<file path="src/rtl/saes_pkg.sv">
// Package with the S-AES tables, constants and round functions.
`timescale 1ns / 1ps

package saes_pkg;

    // Operation codes carried in tuser.
    localparam logic OP_ENCRYPT = 1'b0;
    localparam logic OP_DECRYPT = 1'b1;

    // Key schedule round constants.
    localparam logic [7:0] RCON_1 = 8'h80;
    localparam logic [7:0] RCON_2 = 8'h30;

    // Field polynomial x^4 + x + 1.
    localparam logic [4:0] GF_POLY = 5'b10011;

    // Column mixing matrix entries: diagonal and off-diagonal.
    localparam logic [3:0] MIX_ENC_DIAG = 4'h1;
    localparam logic [3:0] MIX_ENC_OFF  = 4'h4;
    localparam logic [3:0] MIX_DEC_DIAG = 4'h9;
    localparam logic [3:0] MIX_DEC_OFF  = 4'h2;

    // Forward and inverse nibble substitution tables.
    localparam logic [3:0] SBOX [16] = '{
        4'h9, 4'h4, 4'hA, 4'hB, 4'hD, 4'h1, 4'h8, 4'h5,
        4'h6, 4'h2, 4'h0, 4'h3, 4'hC, 4'hE, 4'hF, 4'h7
    };
    localparam logic [3:0] INV_SBOX [16] = '{
        4'hA, 4'h5, 4'h9, 4'hB, 4'h1, 4'h7, 4'h8, 4'hF,
        4'h6, 4'h0, 4'h2, 4'h3, 4'hC, 4'h4, 4'hD, 4'hE
    };

    // The three round keys derived from the cipher key.
    typedef struct packed {
        logic [15:0] k1;
        logic [15:0] k2;
        logic [15:0] k3;
    } round_keys_t;

    // Multiplication in GF(2^4) modulo x^4 + x + 1.
    function automatic logic [3:0] gf_mul(input logic [3:0] a, input logic [3:0] b);
        logic [4:0] acc_a;
        logic [3:0] prod;
        prod  = '0;
        acc_a = {1'b0, a};
        for (int i = 0; i < 4; i++)
        begin
            if (b[i])
            begin
                prod = prod ^ acc_a[3:0];
            end
            acc_a = {acc_a[3:0], 1'b0};
            if (acc_a[4])
            begin
                acc_a = acc_a ^ GF_POLY;
            end
        end
        return prod;
    endfunction

    // Forward substitution of all four nibbles.
    function automatic logic [15:0] sub16(input logic [15:0] v);
        return {SBOX[v[15:12]], SBOX[v[11:8]], SBOX[v[7:4]], SBOX[v[3:0]]};
    endfunction

    // Inverse substitution of all four nibbles.
    function automatic logic [15:0] inv_sub16(input logic [15:0] v);
        return {INV_SBOX[v[15:12]], INV_SBOX[v[11:8]], INV_SBOX[v[7:4]], INV_SBOX[v[3:0]]};
    endfunction

    // Substitution of one key byte.
    function automatic logic [7:0] sub8(input logic [7:0] v);
        return {SBOX[v[7:4]], SBOX[v[3:0]]};
    endfunction

    // Nibble rotation of one key byte.
    function automatic logic [7:0] rot8(input logic [7:0] v);
        return {v[3:0], v[7:4]};
    endfunction

    // Swap nibbles 1 and 3; the step is its own inverse.
    function automatic logic [15:0] shift_row(input logic [15:0] v);
        return {v[15:12], v[3:0], v[7:4], v[11:8]};
    endfunction

    // Multiply each column by the matrix {diag, off; off, diag}.
    function automatic logic [15:0] mix_cols(input logic [15:0] v,
                                             input logic [3:0] diag,
                                             input logic [3:0] off);
        logic [3:0] r0;
        logic [3:0] r1;
        logic [3:0] r2;
        logic [3:0] r3;
        r0 = gf_mul(diag, v[15:12]) ^ gf_mul(off, v[11:8]);
        r1 = gf_mul(off, v[15:12]) ^ gf_mul(diag, v[11:8]);
        r2 = gf_mul(diag, v[7:4]) ^ gf_mul(off, v[3:0]);
        r3 = gf_mul(off, v[7:4]) ^ gf_mul(diag, v[3:0]);
        return {r0, r1, r2, r3};
    endfunction

    // Key expansion into three round keys.
    function automatic round_keys_t key_expand(input logic [15:0] key);
        logic [7:0] w2;
        logic [7:0] w3;
        logic [7:0] w4;
        logic [7:0] w5;
        round_keys_t keys;
        w2 = key[15:8] ^ RCON_1 ^ sub8(rot8(key[7:0]));
        w3 = w2 ^ key[7:0];
        w4 = w2 ^ RCON_2 ^ sub8(rot8(w3));
        w5 = w4 ^ w3;
        keys.k1 = key;
        keys.k2 = {w2, w3};
        keys.k3 = {w4, w5};
        return keys;
    endfunction

endpackage

</file>
<file path="src/rtl/saes_key_exp.sv">
// Key register that holds the expanded round keys of the cipher key.
`timescale 1ns / 1ps

module saes_key_exp
    import saes_pkg::*;
(
    input  logic        clk,
    input  logic        rst_n,
    input  logic        cfg_wr_en,
    input  logic [15:0] cfg_wr_data,
    output round_keys_t round_keys
);

    round_keys_t keys_reg;
    round_keys_t keys_next;

    // Expand the key as it is written, so the rounds see ready keys.
    always_comb
    begin
        keys_next = keys_reg;
        if (cfg_wr_en)
        begin
            keys_next = key_expand(cfg_wr_data);
        end
    end

    // After reset the cipher runs with the expansion of the zero key.
    always_ff @(posedge clk or negedge rst_n)
    begin
        if (!rst_n)
        begin
            keys_reg <= key_expand(16'h0000);
        end
        else
        begin
            keys_reg <= keys_next;
        end
    end

    assign round_keys = keys_reg;

endmodule

</file>
<file path="src/rtl/saes_round_core.sv">
// Single-pass S-AES datapath for both encryption and decryption.
`timescale 1ns / 1ps

module saes_round_core
    import saes_pkg::*;
(
    input  logic        operation,
    input  logic [15:0] block_in,
    input  round_keys_t round_keys,
    output logic [15:0] block_out
);

    logic [15:0] enc_a;
    logic [15:0] enc_b;
    logic [15:0] enc_res;
    logic [15:0] dec_a;
    logic [15:0] dec_b;
    logic [15:0] dec_res;

    // Encryption: key add, full round, key add, final round, key add.
    always_comb
    begin
        enc_a   = shift_row(sub16(block_in ^ round_keys.k1));
        enc_b   = mix_cols(enc_a, MIX_ENC_DIAG, MIX_ENC_OFF) ^ round_keys.k2;
        enc_res = shift_row(sub16(enc_b)) ^ round_keys.k3;
    end

    // Decryption: the inverse steps in reverse order.
    always_comb
    begin
        dec_a   = inv_sub16(shift_row(block_in ^ round_keys.k3)) ^ round_keys.k2;
        dec_b   = mix_cols(dec_a, MIX_DEC_DIAG, MIX_DEC_OFF);
        dec_res = inv_sub16(shift_row(dec_b)) ^ round_keys.k1;
    end

    // Select the direction asked for by the request.
    always_comb
    begin
        case (operation)
            OP_ENCRYPT: block_out = enc_res;
            OP_DECRYPT: block_out = dec_res;
            default:    block_out = enc_res;
        endcase
    end

endmodule

</file>
<file path="src/rtl/simplified_aes_cipher.sv">
// Top level of the simplified AES cipher on 16-bit blocks.
//
// Input channel (s_*): each request carries one 16-bit block in s_tdata and
// the operation in s_tuser (0 encrypts, 1 decrypts). Output channel (m_*):
// one 16-bit result block in m_tdata per request, in request order. The key
// must be loaded through cfg_wr_en and cfg_wr_data only while no request is
// in flight, unchecked by the block; it is expanded to round keys on write.
//
// A request is captured in the input register, passes the round logic and
// lands in the result register, which drives m_tvalid and m_tdata. One
// request is taken every cycle while the receiver keeps m_tready high; the
// rate is set by the single pass of round logic between the input and
// result registers.
//
// Reset clears both stages and loads the round keys of the all-zero key.
// When the receiver holds m_tready low, the result stays on m_tdata and the
// input register still fills once; further requests then wait on s_tready.
`timescale 1ns / 1ps

module simplified_aes_cipher
    import saes_pkg::*;
(
    input  logic        clk,
    input  logic        rst_n,
    input  logic        cfg_wr_en,
    input  logic [15:0] cfg_wr_data,
    input  logic        s_tvalid,
    output logic        s_tready,
    input  logic [15:0] s_tdata,   // [15:0] block_in
    input  logic        s_tuser,   // [0] operation
    output logic        m_tvalid,
    input  logic        m_tready,
    output logic [15:0] m_tdata    // [15:0] block_out
);

    round_keys_t round_keys;

    logic        in_valid_reg;
    logic        in_valid_next;
    logic        in_op_reg;
    logic [15:0] in_block_reg;
    logic        out_valid_reg;
    logic        out_valid_next;
    logic [15:0] out_block_reg;
    logic [15:0] core_block;
    logic        in_accept;
    logic        stage_move;
    logic        out_free;

    saes_key_exp u_key_exp (
        .clk         (clk),
        .rst_n       (rst_n),
        .cfg_wr_en   (cfg_wr_en),
        .cfg_wr_data (cfg_wr_data),
        .round_keys  (round_keys)
    );

    saes_round_core u_round_core (
        .operation  (in_op_reg),
        .block_in   (in_block_reg),
        .round_keys (round_keys),
        .block_out  (core_block)
    );

    // Handshake: each stage advances when the stage after it is free.
    always_comb
    begin
        out_free       = !out_valid_reg || m_tready;
        stage_move     = in_valid_reg && out_free;
        s_tready       = !in_valid_reg || out_free;
        in_accept      = s_tvalid && s_tready;
        in_valid_next  = in_accept || (in_valid_reg && !stage_move);
        out_valid_next = stage_move || (out_valid_reg && !m_tready);
    end

    // Stage valid flags.
    always_ff @(posedge clk or negedge rst_n)
    begin
        if (!rst_n)
        begin
            in_valid_reg  <= 1'b0;
            out_valid_reg <= 1'b0;
        end
        else
        begin
            in_valid_reg  <= in_valid_next;
            out_valid_reg <= out_valid_next;
        end
    end

    // Payload registers of both stages.
    always_ff @(posedge clk)
    begin
        if (in_accept)
        begin
            in_op_reg    <= s_tuser;
            in_block_reg <= s_tdata;
        end
        if (stage_move)
        begin
            out_block_reg <= core_block;
        end
    end

    assign m_tvalid = out_valid_reg;
    assign m_tdata  = out_block_reg;

endmodule

</file>
<file path="config.mk">
export PLATFORM = sky130hd
export DESIGN_NAME = simplified_aes_cipher
export DESIGN_NICKNAME = d
export VERILOG_FILES = /design/src/rtl/saes_pkg.sv /design/src/rtl/saes_key_exp.sv /design/src/rtl/saes_round_core.sv /design/src/rtl/simplified_aes_cipher.sv
export SDC_FILE = /design/constraint.sdc
export NUM_CORES = 1
export LEC_CHECK = 0
export BUFFER_PORTS_ARGS = -buffer_cell sky130_fd_sc_hd__clkbuf_2
export CORE_UTILIZATION = 45
export CTS_BUF_LIST = sky130_fd_sc_hd__clkbuf_4
export CTS_CLUSTER_DIAMETER = 120
export CTS_CLUSTER_SIZE = 10
export DETAILED_ROUTE_END_ITERATION = 8
export PLACE_DENSITY = 0.59
export SLEW_MARGIN = 20
export SYNTH_ARGS = -nofsm -noshare
export SYNTH_HDL_FRONTEND = slang
export SYNTH_HIERARCHICAL = 1
export SYNTH_SLANG_ARGS = --single-unit
</file>
<file path="constraint.sdc">
create_clock -name clk -period 7.2 [get_ports clk]
set_input_delay 0.36 -clock clk [delete_from_list [all_inputs] [get_ports clk]]
set_output_delay 0.36 -clock clk [all_outputs]
set_load 0.05 [all_outputs]
</file>
==> impl_metrics.yaml, run 1 <==
yosys:
  synthArstFlopShare: 0.6024
  postSynthCellCount: 818
  ys_ff_latch: 83
  synth_cell_types: 75
  yosysWarnings: 6
  ys.flop_type: "dfrtp_1"
  ys_seq_area_frac: 0.2602
  synth.avg_cell_area_um2: 10.60
  netlist_area_um2: 8668
  syn-num-nets: 978
  synth_edf_count: 33
cts:
  clock-sinks: 83
  cts_setup_buffers: 0
  insertion_delay_ns: 0.44
  cts_resized: 0
  htree_levels: 3
  cts_buffer_depth: 2
  path_clk_slew_ns: 0.13
  cts_root_buf: "clkbuf_4"
  numCtsBuffers: 9
  cts_tree: "done"
  ctsHoldBuffers: 0
setup_path:
  crit_chain: "xor2_1 -> inv_1 -> ha_1 -> mux4_1 -> xnor2_1 -> xnor2_2 -> xnor2_1 -> inv_1 -> ha_1 -> mux4_1 -> xnor2_1 -> nand2_1 -> o21ai_0"
  cp_slowest_stage_delay_ns: 0.58
  worst_path_max_delay_cell: "dfstp_2"
  crit_top_cell: "xnor2_1"
  crit_required_ns: 7.39
  cp_max_fo: 8
  crit_arrival_ns: 4.62
  r2r_slack_ns: 2.77
  end_kind: "flop"
  crit_family: "XOR/XNOR gates"
  critPathKind: "reg -> reg"
  worstSetupStartpointType: "flop"
  crit_buf_inv: 2
timing:
  worstMarginPinSlew_ns: 1.094
  setup_viol: 0
  maxSlewViolCount: 0
  rsz0062_at_grt: "false"
  worst_clock_skew_ns: 0.01502
  slew_headroom: 0.2709
  hold_viol: 0
  fin_crit_ns: 4.429
  fin_tns_setup_ns: 0
  post-route-period-util: 0.6151
  max_freq_mhz: 225.8
layout:
  layout-drive-gt1-share: 0.1989
  nets: 1030
  final_common_cell: "ha_1"
  largest_reg_flops: 48
  utilization: 0.4972
  area_delta_synth_final_pct: 7.650
  most-common-layout-cells: "122 x ha_1, 92 x xnor2_1, 72 x inv_1, 55 x clkbuf_2, 55 x xor2_1"
  final_area_um2: 9331
floorplanning:
  fp.dieW_um: 140.8
  initial_core_util: 0.4619
  die_area_um2: 19820
  core_region_area_um2: 18770
  fp.dieH_um: 140.8
  io_pins: 56
  row_count: 50
global_route:
  grt-ovfl-total: 0
  grtUsageMet3: 0.02887
  grt_pass1_vias: 5568
  top_usage_layer: "met2"
  grt_usage: 0.2034
  grt_use_met1: 0.3042
  antenna_found_initial: 1
  grt_pass1_wl_um: 30890
  grt_max_degree: 71
  grt_use_met2: 0.3111
placement:
  io_buffers: 55
  gp_congestion: 0.8573
  placed_cell_area_um2: 9169
  post-dp-hpwl_um: 14820
detailed_routing:
  drtPass1Iterations: 5
  drt_iter0_drc: 396
  routed_wl_um: 19020
  drc_errors: 0
  wl_per_cell_um: 17.14
  vias: 5805
  postRouteAntennaNets: 0
  viasPerCell: 5.230
status:
  status: "finished clean"
worst_hold_path:
  hp-class: "in -> async"
flow_run:
  max_cap_violations: 0
[area by class of cell]
type                            count  area [um^2]
Fill cell                        1782         9437
Multi-Input combinational cell    644         6048
Sequential cell                    83         2256
Tap cell                          234        292.8
Timing Repair Buffer               57        290.3
Inverter                           75        281.5
Clock buffer                       11        82.58
Clock inverter                      5        77.57
Antenna cell                        1        2.502
[worst paths after layout]
check | depth (start not counted) | startpoint | end
max | 13 | u_key_exp/round_keys[8] | m_tdata[4]
min | 2 | rst_n | u_key_exp/round_keys[36]
max reg2reg | 13 | u_key_exp/round_keys[8] | m_tdata[4]
min reg2reg | 2 | u_key_exp/round_keys[8] | u_key_exp/round_keys[8]
max in group asynchronous | 2 | rst_n | u_key_exp/round_keys[18]
min in group clk | 1 | s_tdata[13] | in_block_reg[13]
[layer usage]
metal / routed length (um) / share of wire
met1: 9956 / 0.52
met2: 8169 / 0.43
met3: 684 / 0.036
met4: 213 / 0.011
met5: 0 / 0
[cell usage after synthesis, types with 21 or more instances]
cell type / count / area share
inv_1: 72 / 0.031
xnor2_1: 92 / 0.093
mux2i_1: 36 / 0.042
o21ai_0: 21 / 0.012
nor2_1: 35 / 0.015
mux2_2: 31 / 0.040
dfrtp_1: 39 / 0.11
edfxtp_1: 33 / 0.11
xor2_1: 55 / 0.056
nand2_1: 27 / 0.012
a21oi_1: 32 / 0.018
ha_1: 122 / 0.18
[worst register-to-register path, delay by kind of cell (launching register included)]
family | cells | cell delay (ns)
simple gates | 1 | 0.06
flops | 1 | 0.58
mux | 2 | 1.01
fa+ha+maj | 2 | 0.45
buf+inv | 2 | 0.37
xor+xnor | 5 | 1.60
compound gates | 1 | 0.08
[through the flow]
step | instances | worst slack, ns | hold slack, ns
6_report | 1110 | 2.771 | 0.01960
5_1_grt | 1110 | 2.426 | 0.02119
4_1_cts | 1109 | 2.822 | 0.006293
3_5_place_dp | 1093 | 2.851 | 0.5073
3_3_place_gp | 1093 | 3.004 | 0.5083
2_1_floorplan | 818 | 3.350 | 0.06441
[cell families (layout without fill, tap and decap cells)]
group | Yosys count | count (layout) | share of synthesized area
compound gates | 115 | 115 | 0.09743
xor+xnor | 172 | 172 | 0.1954
fa+ha+maj | 122 | 122 | 0.1761
buf+inv | 91 | 148 | 0.04200
flops | 83 | 83 | 0.2602
mux | 87 | 87 | 0.1354
other cells | 0 | 1 | 0
simple gates | 148 | 148 | 0.09339
Power of run 1 is not shown: default switching activity piles up to over one toggle a cycle in this logic, so the estimate is an artifact.
==> run 2, diff against run 1 <==
--- a/config.mk
+++ b/config.mk
@@ -11,7 +11,7 @@
 export CTS_CLUSTER_DIAMETER = 120
 export CTS_CLUSTER_SIZE = 10
 export DETAILED_ROUTE_END_ITERATION = 8
-export PLACE_DENSITY = 0.59
+export PLACE_DENSITY = 0.62
 export SLEW_MARGIN = 20
 export SYNTH_ARGS = -nofsm -noshare
 export SYNTH_HDL_FRONTEND = slang
==> constraint.sdc (replaced) <==
create_clock -name clk -period 3.9 [get_ports clk]
set_input_delay 0.195 -clock clk [delete_from_list [all_inputs] [get_ports clk]]
set_output_delay 0.195 -clock clk [all_outputs]
set_load 0.05 [all_outputs]
==> impl_metrics.yaml, run 2 (synthesis results as in run 1) <==
timing:
  hold_ws_ns: 0.04381
  fin_crit_ns: 3.762
  slew_headroom: 0.2851
  hold_viol: 0
  max_freq_mhz: 265.8
  worst_clock_skew_ns: 0.02208
  maxSlewViolCount: 0
  post-route-period-util: 0.9645
  worstMarginPinSlew_ns: 1.072
  setup_viol: 0
  rsz0062_at_grt: "true"
worst_hold_path:
  min-delay-start: "cfg_wr_data[13]"
  hp-class: "in -> reg"
placement:
  io_buffers: 55
  post-dp-hpwl_um: 15100
  gp_congestion: 0.8028
layout:
  layout-drive-gt1-share: 0.2788
  antenna_cells: 0
  final_common_cell: "ha_1"
  largest_reg_flops: 48
  nets: 1120
  area_delta_synth_final_pct: 18.17
  most-common-layout-cells: "122 x ha_1, 85 x xnor2_1, 71 x buf_4, 70 x inv_1, 55 x clkbuf_2"
setup_path:
  crit_arrival_ns: 3.95
  crit_chain: "xor2_2 -> buf_4 -> ha_1 -> and3_1 -> or4_4 -> o211a_1 -> o21a_1 -> or2_4 -> ha_1 -> mux4_1 -> xnor2_1 -> o21ai_0"
  end_kind: "flop"
  cp_slowest_stage_delay_ns: 0.59
  worst_path_max_delay_cell: "dfstp_2"
  crit_required_ns: 4.09
  r2r_start: "u_key_exp/round_keys[8]"
  critPathKind: "reg -> reg"
  cp_max_fo: 7
  crit_start: "u_key_exp/round_keys[8]"
  crit_top_cell: "ha_1"
  worstSetupStartpointType: "flop"
cts:
  cts_root_buf: "clkbuf_4"
  insertion_delay_ns: 0.46
  numCtsBuffers: 9
  clock-sinks: 83
  htree_levels: 3
  cts_buffer_depth: 2
  cts_tree: "done"
  path_clk_slew_ns: 0.14
global_route:
  antenna_found_initial: 0
  grt_pass1_vias: 5893
  grt_pass1_wl_um: 31240
  grt_usage: 0.2043
  grt-ovfl-total: 0
  grt_max_degree: 71
detailed_routing:
  drtPass1Iterations: 4
  drc_errors: 0
  drt_iter0_drc: 324
  viasPerCell: 5.091
  postRouteAntennaNets: 0
  vias: 6104
  wl_per_cell_um: 16.28
  routed_wl_um: 19520
floorplanning:
  row_count: 50
  fp.dieW_um: 140.8
  fp.dieH_um: 140.8
  die_area_um2: 19820
  core_region_area_um2: 18770
  io_pins: 56
  initial_core_util: 0.4619
flow_run:
  max_cap_violations: 0
status:
  status: "finished clean"
run 2: cell count changes in the layout (fill, tap and decap cells not counted), sizes merged:
cell and change:
buf +69, bufinv +1, clkbuf -1, diode -1
dlygate4sd3 +21
run 2: timing repair:
| item | in CTS | in global routing |
|---|---|---|
| endpoints found under the setup margin | 4 | 12 |
| setup buffers | 0 | 10 |
| hold buffers | 21 | 0 |
| pin swaps | 0 | 14 |
| gates resized for setup | 5 | 27 |
| endpoints found under the hold margin | 58 | 0 |
run 2: final cells by class:
| type | instances | area [um^2] |
|---|---|---|
| tap | 234 | 292.8 |
| fill | 1701 | 8524 |
| inverter | 75 | 281.5 |
| multi-input combinational | 644 | 6216 |
| sequential | 83 | 2256 |
| clock buffer | 10 | 75.07 |
| clock inverter | 6 | 103.9 |
| timing repair buffer | 147 | 1018 |
run 2: worst paths after layout:
check                                           end  slack (ns)  cells after the start
setup / recovery                         m_tdata[8]        0.14                     12
setup reg to reg                         m_tdata[8]        0.14                     12
hold / removal             u_key_exp/round_keys[45]        0.04                      2
max in group asynchronous  u_key_exp/round_keys[43]        3.05                      3
hold reg to reg            u_key_exp/round_keys[11]        0.53                      2
min in group asynchronous  u_key_exp/round_keys[36]        0.38                      3
run 2: critical path, delay by kind of cell (launching register included):
family	cells	cell delay [ns]
DFF	1	0.59
xor gates and xnor gates	2	0.35
buffers and inverters	1	0.17
AOI/OAI and AO/OA	3	0.51
and+or+nand+nor	3	0.91
adders and majority gates	2	0.42
muxes	1	0.55
run 2: through the flow:
stage	worst slack (ns)	TNS (ns)	instances	area (um^2)	utilization
2_1_floorplan	0.05047	0	818	8668	-
3_3_place_gp	0.02334	0	1152	9612	0.5121
3_5_place_dp	-0.08257	-0.1930	1152	9612	0.5121
4_1_cts	0.01273	0	1189	10030	0.5345
5_1_grt	-0.05290	-0.08500	1199	10240	0.5458
6_report	0.1383	0	1199	10240	0.5458
run 2: per-layer routing:
layer  part of all wire  up-vias  track usage
li1                   -     3102            -
met1               0.51     2904       0.2991
met2               0.45       84       0.3221
met3              0.032       14      0.02955
met4             0.0094        0      0.03661
met5                  0        -            0
Power of run 2 is left out for the same reason.
==> run 3, diff against run 2 <==
--- a/config.mk
+++ b/config.mk
@@ -6,12 +6,15 @@
 export NUM_CORES = 1
 export LEC_CHECK = 0
 export BUFFER_PORTS_ARGS = -buffer_cell sky130_fd_sc_hd__clkbuf_2
-export CORE_UTILIZATION = 45
+export CELL_PAD_IN_SITES_DETAIL_PLACEMENT = 2
+export CELL_PAD_IN_SITES_GLOBAL_PLACEMENT = 2
+export CORE_UTILIZATION = 38
 export CTS_BUF_LIST = sky130_fd_sc_hd__clkbuf_4
 export CTS_CLUSTER_DIAMETER = 120
 export CTS_CLUSTER_SIZE = 10
 export DETAILED_ROUTE_END_ITERATION = 8
-export PLACE_DENSITY = 0.62
+export MAX_ROUTING_LAYER = met4
+export PLACE_DENSITY = 0.76
 export SLEW_MARGIN = 20
 export SYNTH_ARGS = -nofsm -noshare
 export SYNTH_HDL_FRONTEND = slang
==> impl_metrics.yaml, run 3 (synthesis results as in run 1) <==
timing:
  maxSlewViolCount: 0
  hold_viol: 0
  setup_viol: 0
  worst_clock_skew_ns: 0.03095
  max_freq_mhz: 259.2
  post-route-period-util: 0.9891
  hold_ws_ns: 0.06703
  worstMarginPinSlew_ns: 0.8023
  slew_headroom: 0.4651
  rsz0062_at_grt: "true"
  fin_crit_ns: 3.857
status:
  status: "finished clean"
cts:
  cts_tree: "done"
  insertion_delay_ns: 0.53
  cts_root_buf: "clkbuf_4"
  clock-sinks: 83
  htree_levels: 3
  numCtsBuffers: 9
  path_clk_slew_ns: 0.16
  cts_buffer_depth: 2
detailed_routing:
  drt_iter0_drc: 213
  viasPerCell: 5.254
  drc_errors: 0
  postRouteAntennaNets: 0
  drtPass1Iterations: 5
  vias: 6630
  routed_wl_um: 27510
  wl_per_cell_um: 21.80
global_route:
  grt_pass1_wl_um: 42190
  grt_usage: 0.2443
  grt_max_degree: 70
  grt-ovfl-total: 0
  grt_pass1_vias: 7229
  antenna_found_initial: 0
setup_path:
  worstSetupStartpointType: "flop"
  end_kind: "flop"
  crit_buf_inv: 2
  crit_required_ns: 4.14
  r2r_slack_ns: 0.04
  crit_family: "simple AND/OR/NAND/NOR gates"
  worst_path_max_delay_cell: "dfstp_2"
  crit_arrival_ns: 4.10
  crit_top_cell: "ha_1"
  crit_chain: "xor2_4 -> buf_6 -> ha_1 -> and3_1 -> or4_4 -> a211oi_4 -> o21a_1 -> or2_4 -> inv_1 -> ha_1 -> mux4_1 -> xnor2_1 -> o21ai_0"
  cp_slowest_stage_delay_ns: 0.61
  cp_max_fo: 7
  critPathKind: "reg -> reg"
layout:
  area_delta_synth_final_pct: 21.77
  most-common-layout-cells: "121 x ha_1, 78 x buf_4, 77 x xnor2_1, 69 x inv_1, 55 x clkbuf_2"
  final_common_cell: "ha_1"
  nets: 1137
  largest_reg_flops: 48
  final_area_um2: 10560
  nFillCells: 2271
  ff_latch_area_um2: 2257
  antenna_cells: 0
  layout-drive-gt1-share: 0.2974
  multi_input_area_um2: 6356
floorplanning:
  fp.dieH_um: 153.0
  fp.dieW_um: 153.0
  die_area_um2: 23420
  initial_core_util: 0.3923
  row_count: 54
  io_pins: 56
  core_region_area_um2: 22090
placement:
  io_buffers: 55
  placed_cell_area_um2: 9737
  post-dp-hpwl_um: 20020
  gp_congestion: 0.8175
flow_run:
  max_cap_violations: 0
worst_hold_path:
  hp-class: "in -> reg"
[run 3: area by class of cell]
cell class,instances,area share
Inverter,75,0.02667
Clock inverter,4,0.004030
Tap cell,280,0.03319
Timing Repair Buffer,164,0.1115
Clock buffer,12,0.008535
Multi-Input combinational cell,644,0.6022
Sequential cell,83,0.2138
[run 3: what timing repair did]
action                                  CTS  global route
hold endpoints to repair                 66             0
hold buffers                             29             0
setup buffers                             3             8
gates cloned                              0             0
gates resized for setup                  22            32
pin swaps                                 5            17
endpoints found under the setup margin    8            16
[run 3: worst paths after layout]
check                                          from                  endpoint  cells past startpoint
max in group asynchronous                     rst_n   u_key_exp/round_keys[1]                      3
max reg2reg                 u_key_exp/round_keys[8]                m_tdata[8]                     13
min in group asynchronous                     rst_n  u_key_exp/round_keys[17]                      3
min reg2reg                u_key_exp/round_keys[20]  u_key_exp/round_keys[20]                      2
max                         u_key_exp/round_keys[8]                m_tdata[8]                     13
min                                 cfg_wr_data[11]  u_key_exp/round_keys[43]                      2
[run 3: metrics by stage]
stage | util | worst slack [ns] | TNS (ns) | std cells
finish | 0.4777 | 0.04261 | 0 | 1262
global route | 0.4777 | -0.1200 | -0.2858 | 1262
CTS | 0.4668 | 0.008765 | 0 | 1254
detailed placement | 0.4407 | -0.4200 | -1.225 | 1206
global placement | 0.4400 | -0.08443 | -0.1012 | 1205
floorplan | - | 0.05047 | 0 | 818
[run 3: per-layer routing]
metal  up-vias  global-route usage  share of wire
met5         -                   -              0
met4         0             0.05339          0.011
met3        20             0.03289          0.023
met2        88              0.4088           0.50
met1      3403              0.3135           0.47
li1       3119                   -              -
Power of run 3 is left out for the same reason.
